`src/rtl/core/hpsd_pkg.sv`:
```
// ----------------------------------------------------------------------------
// hpsd_pkg: shared types and constants of the pulse stream Huffman decoder
// Item layouts, table sizes, status codes and the back end state encodings.
// ----------------------------------------------------------------------------
package hpsd_pkg;

    // Table sizes
    localparam int NODE_DEPTH  = 32768;
    localparam int NODE_AW     = $clog2(NODE_DEPTH);
    localparam int NODE_CW     = NODE_AW + 1;          // node count, holds NODE_DEPTH
    localparam int NODE_EW     = NODE_CW + 1;          // leaf flag + payload
    localparam int LEAF_DEPTH  = NODE_DEPTH / 2 + 1;
    localparam int LEAF_AW     = $clog2(LEAF_DEPTH);
    localparam int LEAF_CW     = LEAF_AW;              // leaf count
    localparam int STACK_DEPTH = 64;
    localparam int STACK_AW    = $clog2(STACK_DEPTH);
    localparam int SP_W        = STACK_AW + 1;
    localparam int MAX_SYMBOLS = 131072;
    localparam int CNT_W       = 18;
    localparam int QUEUE_DEPTH = 4;
    localparam int QUEUE_AW    = $clog2(QUEUE_DEPTH);

    // Result status codes
    localparam logic [1:0] ST_SYMBOL     = 2'd0;
    localparam logic [1:0] ST_NODES_FULL = 2'd1;
    localparam logic [1:0] ST_STACK_OVF  = 2'd2;
    localparam logic [1:0] ST_LONE_LEAF  = 2'd3;

    typedef struct packed {
        logic [7:0] data_byte;
        logic       start_req;
    } in_item_t;

    typedef struct packed {
        logic [15:0] symbol_value;
        logic        last;
        logic [1:0]  status;
    } out_item_t;

    // Queue entry kinds, set by the front end
    typedef enum logic {
        KIND_BYTE,
        KIND_START
    } q_kind_t;

    typedef struct packed {
        q_kind_t    kind;
        logic [7:0] data;
    } q_item_t;

    // Stream phase
    typedef enum logic [2:0] {
        PH_IDLE,
        PH_SHAPE,
        PH_VALUES,
        PH_DATA,
        PH_DONE
    } phase_t;

    // Back end sequencer
    typedef enum logic [2:0] {
        E_FETCH,
        E_SHAPE,
        E_POP,
        E_DATA,
        E_STEP,
        E_LEAF,
        E_ERR
    } eng_state_t;

endpackage

```
`src/rtl/core/hpsd_queue.sv`:
```
// ----------------------------------------------------------------------------
// hpsd_queue: short item queue between front and back end
// Register based FIFO; head item is shown combinationally.
// ----------------------------------------------------------------------------
module hpsd_queue
    import hpsd_pkg::*;
(
    input  logic    clk,
    input  logic    rst_n,
    input  logic    push,
    input  q_item_t wdata,
    input  logic    pop,
    output q_item_t head,
    output logic    empty,
    output logic    full
);

    q_item_t               slot_reg [QUEUE_DEPTH];
    logic [QUEUE_AW-1:0]   wr_ptr_reg;
    logic [QUEUE_AW-1:0]   rd_ptr_reg;
    logic [QUEUE_AW:0]     count_reg;
    logic                  do_push;
    logic                  do_pop;

    assign empty   = (count_reg == '0);
    assign full    = (count_reg == (QUEUE_AW+1)'(QUEUE_DEPTH));
    assign do_push = push && !full;
    assign do_pop  = pop && !empty;
    assign head    = slot_reg[rd_ptr_reg];

    // Pointers and fill level
    always_ff @(posedge clk or negedge rst_n)
    begin
        if (!rst_n)
        begin
            wr_ptr_reg <= '0;
            rd_ptr_reg <= '0;
            count_reg  <= '0;
        end
        else
        begin
            if (do_push)
            begin
                wr_ptr_reg <= wr_ptr_reg + 1'b1;
            end
            if (do_pop)
            begin
                rd_ptr_reg <= rd_ptr_reg + 1'b1;
            end
            if (do_push && !do_pop)
            begin
                count_reg <= count_reg + 1'b1;
            end
            else if (do_pop && !do_push)
            begin
                count_reg <= count_reg - 1'b1;
            end
        end
    end

    // Storage
    always_ff @(posedge clk)
    begin
        if (do_push)
        begin
            slot_reg[wr_ptr_reg] <= wdata;
        end
    end

endmodule

```
`config.mk`:
```
export PLATFORM = sky130hd
export DESIGN_NAME = hpsd_queue
export DESIGN_NICKNAME = d
export VERILOG_FILES = /design/src/rtl/core/hpsd_pkg.sv /design/src/rtl/core/hpsd_queue.sv
export SDC_FILE = /design/constraint.sdc
export NUM_CORES = 1
export LEC_CHECK = 0
export BUFFER_PORTS_ARGS = -buffer_cell sky130_fd_sc_hd__buf_2
export CAP_MARGIN = 20
export CORE_ASPECT_RATIO = 0.9
export CORE_MARGIN = 2
export CORE_UTILIZATION = 30
export DETAILED_ROUTE_END_ITERATION = 7
export RECOVER_POWER = 25
export SYNTH_ARGS = -nofsm -noshare
export SYNTH_HDL_FRONTEND = slang
export SYNTH_SLANG_ARGS = --single-unit
```
`constraint.sdc`:
```
create_clock -name clk -period 1.9 [get_ports clk]
set_input_delay 0.095 -clock clk [delete_from_list [all_inputs] [get_ports clk]]
set_output_delay 0.095 -clock clk [all_outputs]
set_load 0.01 [all_outputs]
```
==> impl_metrics.env, run 1 <==
export IMPL_rows=26
export IMPL_worstPathRequired_ps=2110
export IMPL_setup_violations_final=0
export IMPL_max_freq_mhz=528
export IMPL_synth_compound_area_share=0
export IMPL_synth_area_top_cells="edfxtp_1, mux4_2, dfrtp_1"
export IMPL_report_final_slew_viol_count=0
export IMPL_fin_crit_ps=1900
export IMPL_period_share=0.997
export IMPL_cts_tree="done"
export IMPL_status="completed"
export IMPL_synth_cell_type_count=20
export IMPL_firstDrtPassIters=3
export IMPL_cp_slowest_stage_delay_ps=410
export IMPL_final_hold_viol_count=0
export IMPL_dieHeight_um=75.9
export IMPL_viasPerCell=4.30
export IMPL_overflow=0
export IMPL_first_iter_violations=30
export IMPL_final_common_cell="edfxtp_1"
export IMPL_syn_area_mm2=0.00172
export IMPL_grt_pass1_vias=920
export IMPL_critPathKind="flip-flop to flip-flop"
export IMPL_nNetsFinal=149
export IMPL_yosysTopAreaCell="edfxtp_1"
export IMPL_slew_headroom=0.672
export IMPL_cts_buffers=5
export IMPL_synthMuxAreaShare=0.133
export IMPL_synth_top_family_by_area="multiplexers"
export IMPL_track_usage=0.103
export IMPL_ys_ff_latch=43
export IMPL_final_area_mm2=0.00216
export IMPL_synthAdderAreaFrac=0.0480
export IMPL_p_total_w=0.00316
export IMPL_dieArea_mm2=0.00636
export IMPL_antenna_cells=0
export IMPL_path_delay_family="simple AND/OR/NAND/NOR gates"
export IMPL_critPathBufInv=1
export IMPL_fin_ws_ps=4.76
export IMPL_yosys_area_share_simple=0.0363
export IMPL_initial_core_util=0.308
export IMPL_synth_top_area_share=0.628
export IMPL_post_place_ws_ps=-73.0
export IMPL_max_cap_viol_count=0
export IMPL_detail_route_antenna_nets=0
export IMPL_ios=24
export IMPL_cts_sinks=43
export IMPL_cp_end_kind="flip-flop"
export IMPL_peakVddDrop_v=0.000607
export IMPL_core_area_mm2=0.00560
export IMPL_root_buffer="clkbuf_8"
export IMPL_drive_gt1_frac=0.450
export IMPL_rsz0062_at_grt="yes"
export IMPL_via_count=865
export IMPL_dieWidth_um=83.9
export IMPL_cp_max_fo=3
export IMPL_layout_common_cells="edfxtp_1, buf_4, buf_2, mux4_2, clkbuf_1"
export IMPL_antenna_found_initial=0
export IMPL_worstMarginPinSlew_ps=492
export IMPL_syn_nets=102
export IMPL_crit_path_frequent_cell="xor2_1"
export IMPL_largest_reg_flops=36
export IMPL_synth_seq_area_share=0.730
export IMPL_drcViolationCount=0
export IMPL_yosys_warnings=0
export IMPL_clkTransAtPathRegs_ps=70
export IMPL_startpoint_type="flip-flop"
export IMPL_power_density_mw_per_mm2=1470
export IMPL_hold_slack_ps=24.7
export IMPL_p_leak_nw=0.811
export IMPL_grt_pass1_wl_mm=4.56
export IMPL_hpwl_mm=2.11
export IMPL_clkLatencyLatePin_ps=290
export IMPL_cp_arrival_ps=2110
export IMPL_cp_slowest_cell="or3_4"
export IMPL_synthCells=83
export IMPL_place_area_mm2=0.00203
export IMPL_hp_class="input pin to flip-flop"
export IMPL_portBuffers=23
export IMPL_finalSetupTns_ps=0
export IMPL_synth_xor_area_frac=0.0305
export IMPL_post_drt_wl_per_cell_um=14.3
export IMPL_place_gp_congestion=0.675
export IMPL_clk_path_buf_depth=2
export IMPL_finalWirelength_mm=2.88
export IMPL_clock_skew_ps=4.93
export IMPL_htreeDepth=2
export IMPL_synth_avg_cell_area_um2=20.7
export IMPL_grt_max_degree=13
export IMPL_path_cells="or3_4 > nand2_4 > ha_4 > inv_2 > fa_2 > xor2_1 > nor2_1 > xor2_1"
export IMPL_syn_to_final_growth_pct=25.2
## report_power, final
group	internal, W	switching, W
sequential	0.00128	0.000130
combinational	0.000685	0.000547
clock	0.000261	0.000262
## cell families after synthesis
kind of cell / Yosys count
buffers and inverters: 7
adders and majority gates: 6
xor gates and xnor gates: 6
and+or+nand+nor: 10
muxes: 11
DFF: 43
## synth_stat cells
cell      instances
xnor2_1           4
buf_4             1
mux2_2            1
buf_2             1
dfrtp_1           7
mux4_2            9
inv_1             4
nor3b_2           1
mux2_4            1
ha_1              5
nand2_1           1
fa_1              1
buf_6             1
xor2_1            2
nor2_1            1
nor2b_1           1
edfxtp_1         36
or3_1             1
nand3_1           1
and2_1            4
## metal layers
layer / track usage / vias to the layer above / part of all wire
li1: - / 406 / -
met3: 0.0336 / 9 / 0.046
met5: 0 / - / 0
met2: 0.167 / 22 / 0.50
met4: 0.0789 / 0 / 0.034
met1: 0.115 / 428 / 0.42
## what timing repair did
item,4_1_cts,5_1_grt
buffers inserted,5,0
hold endpoints to repair,7,0
setup endpoints to repair,2,2
pin swaps,4,3
hold buffers,1,0
gates resized for setup,3,0
## path summary, 6_finish.rpt
check / to / cells past startpoint / start / slack (ps)
worst max-delay path: count_reg[2] / 8 / count_reg[2] / 5
worst min-delay path: slot_reg[0][3] / 1 / wdata[3] / 20
worst max register to register: count_reg[2] / 8 / count_reg[2] / 5
worst min register to register: wr_ptr_reg[1] / 1 / wr_ptr_reg[1] / 590
max in group asynchronous: rd_ptr_reg[1] / 2 / rst_n / 1580
min in group asynchronous: count_reg[0] / 2 / rst_n / 160
## through the flow
stage,std cells,utilization
detailed placement,187,0.362
CTS,201,0.387
floorplan,83,-
global placement,187,0.362
finish,201,0.385
global route,201,0.385
## cell type report
class	instances	area (µm²)
Clock buffer	8	80.1
Fill cell	533	3440
Inverter	4	15.0
Multi-Input combinational cell	33	457
Sequential cell	43	1260
Tap cell	70	87.6
Timing Repair Buffer	43	260
No activity file was read; power rests on OpenSTA's default activity.
==> run 2, diff against run 1 <==
Settings changed: MAX_ROUTING_LAYER from default to met4.
==> run 2 against run 1 <==
  * Critical path depth stayed put
  * Cell count unchanged
  * Flip-flop and latch count is the same
  * Count of clock-buffer cells in the layout stayed put
  * Sequential share of layout area unchanged
  * Combinational power hardly changed
  * Worst hold slack about the same
  * Sequential power about the same
==> impl_metrics.env, run 2 (synthesized netlist as in run 1, its figures left out) <==
export IMPL_antenna_found_initial=0
export IMPL_clock_skew_ps=4.99
export IMPL_antenna_cells=0
export IMPL_clk_path_buf_depth=2
export IMPL_htreeDepth=2
export IMPL_initial_core_util=0.308
export IMPL_clkTransAtPathRegs_ps=70
export IMPL_startpoint_type="flip-flop"
export IMPL_ff2ff_path_depth=8
export IMPL_period_share=0.998
export IMPL_holdPathEnd="slot_reg[0][3]"
export IMPL_grt_pass1_wl_mm=4.58
export IMPL_cts_tree="done"
export IMPL_dieWidth_um=83.9
export IMPL_rsz0062_at_grt="yes"
export IMPL_root_buffer="clkbuf_8"
export IMPL_holdPathStages=1
export IMPL_hp_class="input pin to flip-flop"
export IMPL_track_usage=0.106
export IMPL_setup_violations_final=0
export IMPL_dieArea_mm2=0.00636
export IMPL_nNetsFinal=149
export IMPL_worstMarginPinSlew_ps=491
export IMPL_crit_path_frequent_cell="xor2_1"
export IMPL_cts_buffers=5
export IMPL_cts_sinks=43
export IMPL_overflow=0
export IMPL_core_area_mm2=0.00560
export IMPL_reg2reg_from="count_reg[2]"
export IMPL_ios=24
export IMPL_final_hold_viol_count=0
export IMPL_portBuffers=23
export IMPL_report_final_slew_viol_count=0
export IMPL_syn_to_final_growth_pct=25.2
export IMPL_fin_crit_ps=1900
export IMPL_reg2reg_to="count_reg[2]"
export IMPL_first_iter_violations=34
export IMPL_regToRegSetupSlack_ps=5
export IMPL_power_density_mw_per_mm2=1470
export IMPL_dieHeight_um=75.9
export IMPL_final_common_cell="edfxtp_1"
export IMPL_post_place_ws_ps=-73.0
export IMPL_hpwl_mm=2.11
export IMPL_path_cells="or3_4 > nand2_4 > ha_4 > inv_2 > fa_2 > xor2_1 > nor2_1 > xor2_1"
export IMPL_worstPathRequired_ps=2110
export IMPL_hp_start="wdata[3]"
export IMPL_critPathKind="flip-flop to flip-flop"
export IMPL_grt_max_degree=13
export IMPL_largest_reg_flops=36
export IMPL_fin_ws_ps=4.53
export IMPL_post_drt_wl_per_cell_um=14.5
export IMPL_drcViolationCount=0
export IMPL_cp_arrival_ps=2110
export IMPL_drive_gt1_frac=0.450
export IMPL_clkLatencyLatePin_ps=290
export IMPL_cp_max_fo=3
export IMPL_cp_slowest_cell="or3_4"
export IMPL_grt_pass1_vias=916
export IMPL_slew_headroom=0.673
export IMPL_cp_end_kind="flip-flop"
export IMPL_status="completed"
export IMPL_firstDrtPassIters=3
export IMPL_placed_cells=187
export IMPL_finalSetupTns_ps=0
export IMPL_layout_common_cells="edfxtp_1, buf_4, buf_2, mux4_2, clkbuf_1"
export IMPL_via_count=864
export IMPL_final_area_mm2=0.00216
export IMPL_max_freq_mhz=528
export IMPL_place_area_mm2=0.00203
export IMPL_p_leak_nw=0.811
export IMPL_peakVddDrop_v=0.000607
export IMPL_cp_slowest_stage_delay_ps=410
export IMPL_place_gp_congestion=0.682
export IMPL_max_cap_viol_count=0
export IMPL_stdcell_count=201
export IMPL_detail_route_antenna_nets=0
export IMPL_finalWirelength_mm=2.91
export IMPL_viasPerCell=4.30
export IMPL_rows=26
-- run 2: worst max path at each step --
stage,from,end,slack (ps),depth (start not counted)
floorplan,count_reg[1],count_reg[2],30,8
global placement,count_reg[1],count_reg[2],30,8
detailed placement,count_reg[1],count_reg[2],-70,8
CTS,count_reg[1],count_reg[2],6,8
global route,count_reg[2],count_reg[2],-80,8
finish,count_reg[2],count_reg[2],5,8
-- run 2: timing repair --
item,4_1_cts,5_1_grt
resized for setup,3,0
setup buffers,5,0
pin swaps,4,3
endpoints found under the hold margin,7,0
hold buffers,1,0
setup endpoints to repair,2,2
-- run 2: layer usage --
metal / vias to the layer above / global-route usage / share of wire
met4: 0 / 0.0753 / 0.028
met2: 22 / 0.169 / 0.50
met1: 429 / 0.117 / 0.42
li1: 406 / - / -
met3: 7 / 0.0325 / 0.043
met5: - / - / 0
-- run 2: layout make-up --
class	count	area, µm²
fill	533	3440
sequential	43	1260
multi-input combinational	33	457
timing repair buffer	43	260
tap	70	87.6
clock buffer	8	80.1
inverter	4	15.0
-- run 2: power by group --
group	internal (W)	leakage, nW	switching [W]
clock	0.000261	0.0395	0.000262
sequential	0.00128	0.411	0.000130
combinational	0.000685	0.360	0.000547
-- run 2: worst max-delay path, delay by kind of cell, from the launching register on --
family	cells	cell delay [ps]
flip-flops	1	400
XOR/XNOR	2	310
buffers and inverters	1	30
AND/OR/NAND/NOR	3	620
adder cells (fa/ha/maj)	2	460
-- run 2: per-stage QoR --
stage	utilization	hold WS (ps)	power [W]
final	0.385	25.0	0.00316
after global routing	0.385	25.8	0.00338
after CTS	0.387	8.06	0.00322
after detailed placement	0.362	-61.8	0.00262
after global placement	0.362	-62.2	0.00256
after floorplan	-	-201	0.00214
==> run 3, diff against run 2 <==
Settings changed: ABC_AREA from default to 1.
==> run 3 against run 2 <==
  * Register-to-register slack gained 140 ps
  * Global-route usage is 0.69 points lower
  * Via count up 35%
  * Clock skew fell by 3.1 ps
  * Sequential share of layout area shrank 5.0 points
  * First-iteration DRC count decreased by 21%
  * Critical path type unchanged
==> impl_metrics.env, run 3 <==
export IMPL_status="completed"
export IMPL_startpoint_type="flip-flop"
export IMPL_initial_core_util=0.306
export IMPL_firstDrtPassIters=4
export IMPL_viasPerCell=4.01
export IMPL_sw_frac_of_total=0.369
export IMPL_clkTransAtPathRegs_ps=80
export IMPL_drive_gt1_frac=0.300
export IMPL_synth_top_area_share=0.542
export IMPL_rows=28
export IMPL_fin_ws_ps=149
export IMPL_drcViolationCount=0
export IMPL_layout_common_cells="nand2_1, edfxtp_1, inv_1, o211ai_2, buf_2"
export IMPL_cp_slowest_stage_delay_ps=430
export IMPL_p_int_w=0.00221
export IMPL_synth_edf_count=36
export IMPL_yosysTopAreaCell="edfxtp_1"
export IMPL_core_area_mm2=0.00652
export IMPL_clk_path_buf_depth=2
export IMPL_final_common_cell="nand2_1"
export IMPL_post_drt_wl_per_cell_um=11.4
export IMPL_slew_headroom=0.739
export IMPL_fin_crit_ps=1750
export IMPL_period_share=0.922
export IMPL_cp_arrival_ps=1930
export IMPL_place_gp_congestion=0.828
export IMPL_power_switching_w=0.00130
export IMPL_synth_area_top_cells="edfxtp_1, o211ai_2, dfrtp_1"
export IMPL_path_cells="inv_1 > nand3_2 > nand2_2 > inv_2 > ha_1 > inv_1 > fa_1 > nand2_1 > o21ai_1"
export IMPL_p_leak_nw=1.04
export IMPL_final_hold_viol_count=0
export IMPL_dieArea_mm2=0.00732
export IMPL_track_usage=0.0995
export IMPL_hp_class="input pin to flip-flop"
export IMPL_p_clk_frac=0.199
export IMPL_root_buffer="clkbuf_8"
export IMPL_cts_buffers=5
export IMPL_power_density_mw_per_mm2=1490
export IMPL_peakVddDrop_v=0.000375
export IMPL_syn_nets=185
export IMPL_syn_to_final_growth_pct=18.2
export IMPL_synth_seq_area_share=0.629
export IMPL_finalSetupTns_ps=0
export IMPL_detail_route_antenna_nets=0
export IMPL_clock_skew_ps=1.92
export IMPL_synthCells=166
export IMPL_post_place_ws_ps=125
export IMPL_synthArstFlopShare=0.163
export IMPL_ios=24
export IMPL_htreeDepth=2
export IMPL_cts_sinks=43
export IMPL_cp_end_kind="flip-flop"
export IMPL_cp_max_fo=7
export IMPL_n_fill_cell=665
export IMPL_worstMarginPinSlew_ps=391
export IMPL_ys_flop_type="edfxtp_1"
export IMPL_syn_area_mm2=0.00200
export IMPL_largest_reg_flops=36
export IMPL_portBuffers=23
export IMPL_antenna_found_initial=0
export IMPL_pwr_share_comb=0.401
export IMPL_hpwl_mm=2.30
export IMPL_dieWidth_um=90.0
export IMPL_max_freq_mhz=571
export IMPL_place_area_mm2=0.00223
export IMPL_final_area_mm2=0.00236
export IMPL_grt_max_degree=22
export IMPL_cp_slowest_cell="dfrtp_1"
export IMPL_setup_violations_final=0
export IMPL_clkLatencyLatePin_ps=290
export IMPL_dieHeight_um=81.4
export IMPL_max_cap_viol_count=0
export IMPL_report_final_slew_viol_count=0
export IMPL_crit_path_frequent_cell="inv_1"
export IMPL_hold_slack_ps=31.9
export IMPL_synth_cell_type_count=19
export IMPL_final_core_util=0.362
export IMPL_ys_ff_latch=43
export IMPL_via_count=1163
export IMPL_overflow=0
export IMPL_critPathKind="flip-flop to flip-flop"
export IMPL_synth_common_cells="nand2_1, edfxtp_1, inv_1"
export IMPL_grt_pass1_vias=1113
export IMPL_synth_avg_cell_area_um2=12.0
export IMPL_yosysMostFrequentCell="nand2_1"
export IMPL_cts_tree="done"
export IMPL_first_iter_violations=27
export IMPL_antenna_cells=0
export IMPL_power_frac_seq=0.400
export IMPL_grt_pass1_wl_mm=5.37
export IMPL_nNetsFinal=218
export IMPL_yosys_warnings=0
export IMPL_worstPathRequired_ps=2080
export IMPL_finalWirelength_mm=3.29
[run 3: cell count changes in the layout (fill, tap and decap cells not counted), moves of 4 or more]
cell | previous run | this run
and2_1 | 4 | 0
buf_4 | 19 | 6
inv_1 | 3 | 29
inv_2 | 1 | 5
mux4_2 | 9 | 0
nand2_1 | 0 | 42
nand3_1 | 1 | 5
o211ai_2 | 0 | 18
[run 3: worst paths after layout]
path	startpoint	endpoint	slack, ps	cells after the start
min in group asynchronous	rst_n	wr_ptr_reg[0]	170	2
setup / recovery	count_reg[0]	count_reg[1]	150	9
hold reg to reg	rd_ptr_reg[0]	rd_ptr_reg[0]	520	2
max in group asynchronous	rst_n	count_reg[2]	1580	2
hold / removal	wdata[5]	slot_reg[2][5]	30	1
setup reg to reg	count_reg[0]	count_reg[1]	150	9
[run 3: metrics by stage]
stage,instances,total power (W)
floorplan,166,0.00245
global placement,281,0.00283
detailed placement,281,0.00285
CTS,290,0.00355
global route,290,0.00379
finish,290,0.00351
[run 3: kinds of logic after synthesis]
family,share of synthesized area
AOI/OAI and AO/OA,0.115
buffers and inverters,0.0940
xor gates and xnor gates,0.00439
adders and majority gates,0.0414
DFF,0.629
and+or+nand+nor,0.115
[run 3: timing repair]
item                                    in CTS  in global routing
hold endpoints to repair                     7                  0
setup buffers                                0                  0
gates resized for setup                      0                  3
hold buffers                                 1                  0
endpoints found under the setup margin       0                  2
[run 3: layer usage]
| layer | up-vias | track usage | routed length, µm |
|---|---|---|---|
| met4 | 0 | 0.0415 | 34 |
| met5 | - | - | 0 |
| met3 | 2 | 0.0306 | 97 |
| met1 | 534 | 0.117 | 1480 |
| li1 | 609 | - | - |
| met2 | 18 | 0.161 | 1690 |
[run 3: critical path, delay by kind of cell (launching register included)]
kind            cells  cell delay [ps]
simple gates        3              310
buf+inv             3              230
compound gates      1               60
fa+ha+maj           2              610
flops               1              430
[run 3: final cells by class]
cell class | instances | area [µm²] | share of cell area
clock buffers | 5 | 68.8 | 0.0292
well taps | 90 | 113 | 0.0477
repair buffers | 31 | 183 | 0.0774
multi-input cells | 83 | 564 | 0.239
clock inverters | 3 | 43.8 | 0.0186
inverters | 35 | 131 | 0.0557
flip-flops and latches | 43 | 1260 | 0.532
[run 3: power by group through the flow]
| stage | sequential [W] | clock, W | combinational (W) |
|---|---|---|---|
| final | 0.00140 | 0.000699 | 0.00141 |
| after global routing | 0.00143 | 0.000766 | 0.00160 |
| after CTS | 0.00141 | 0.000717 | 0.00143 |
| after detailed placement | 0.00143 | 0 | 0.00143 |
| after global placement | 0.00142 | 0 | 0.00141 |
| after floorplan | 0.00138 | 0 | 0.00107 |
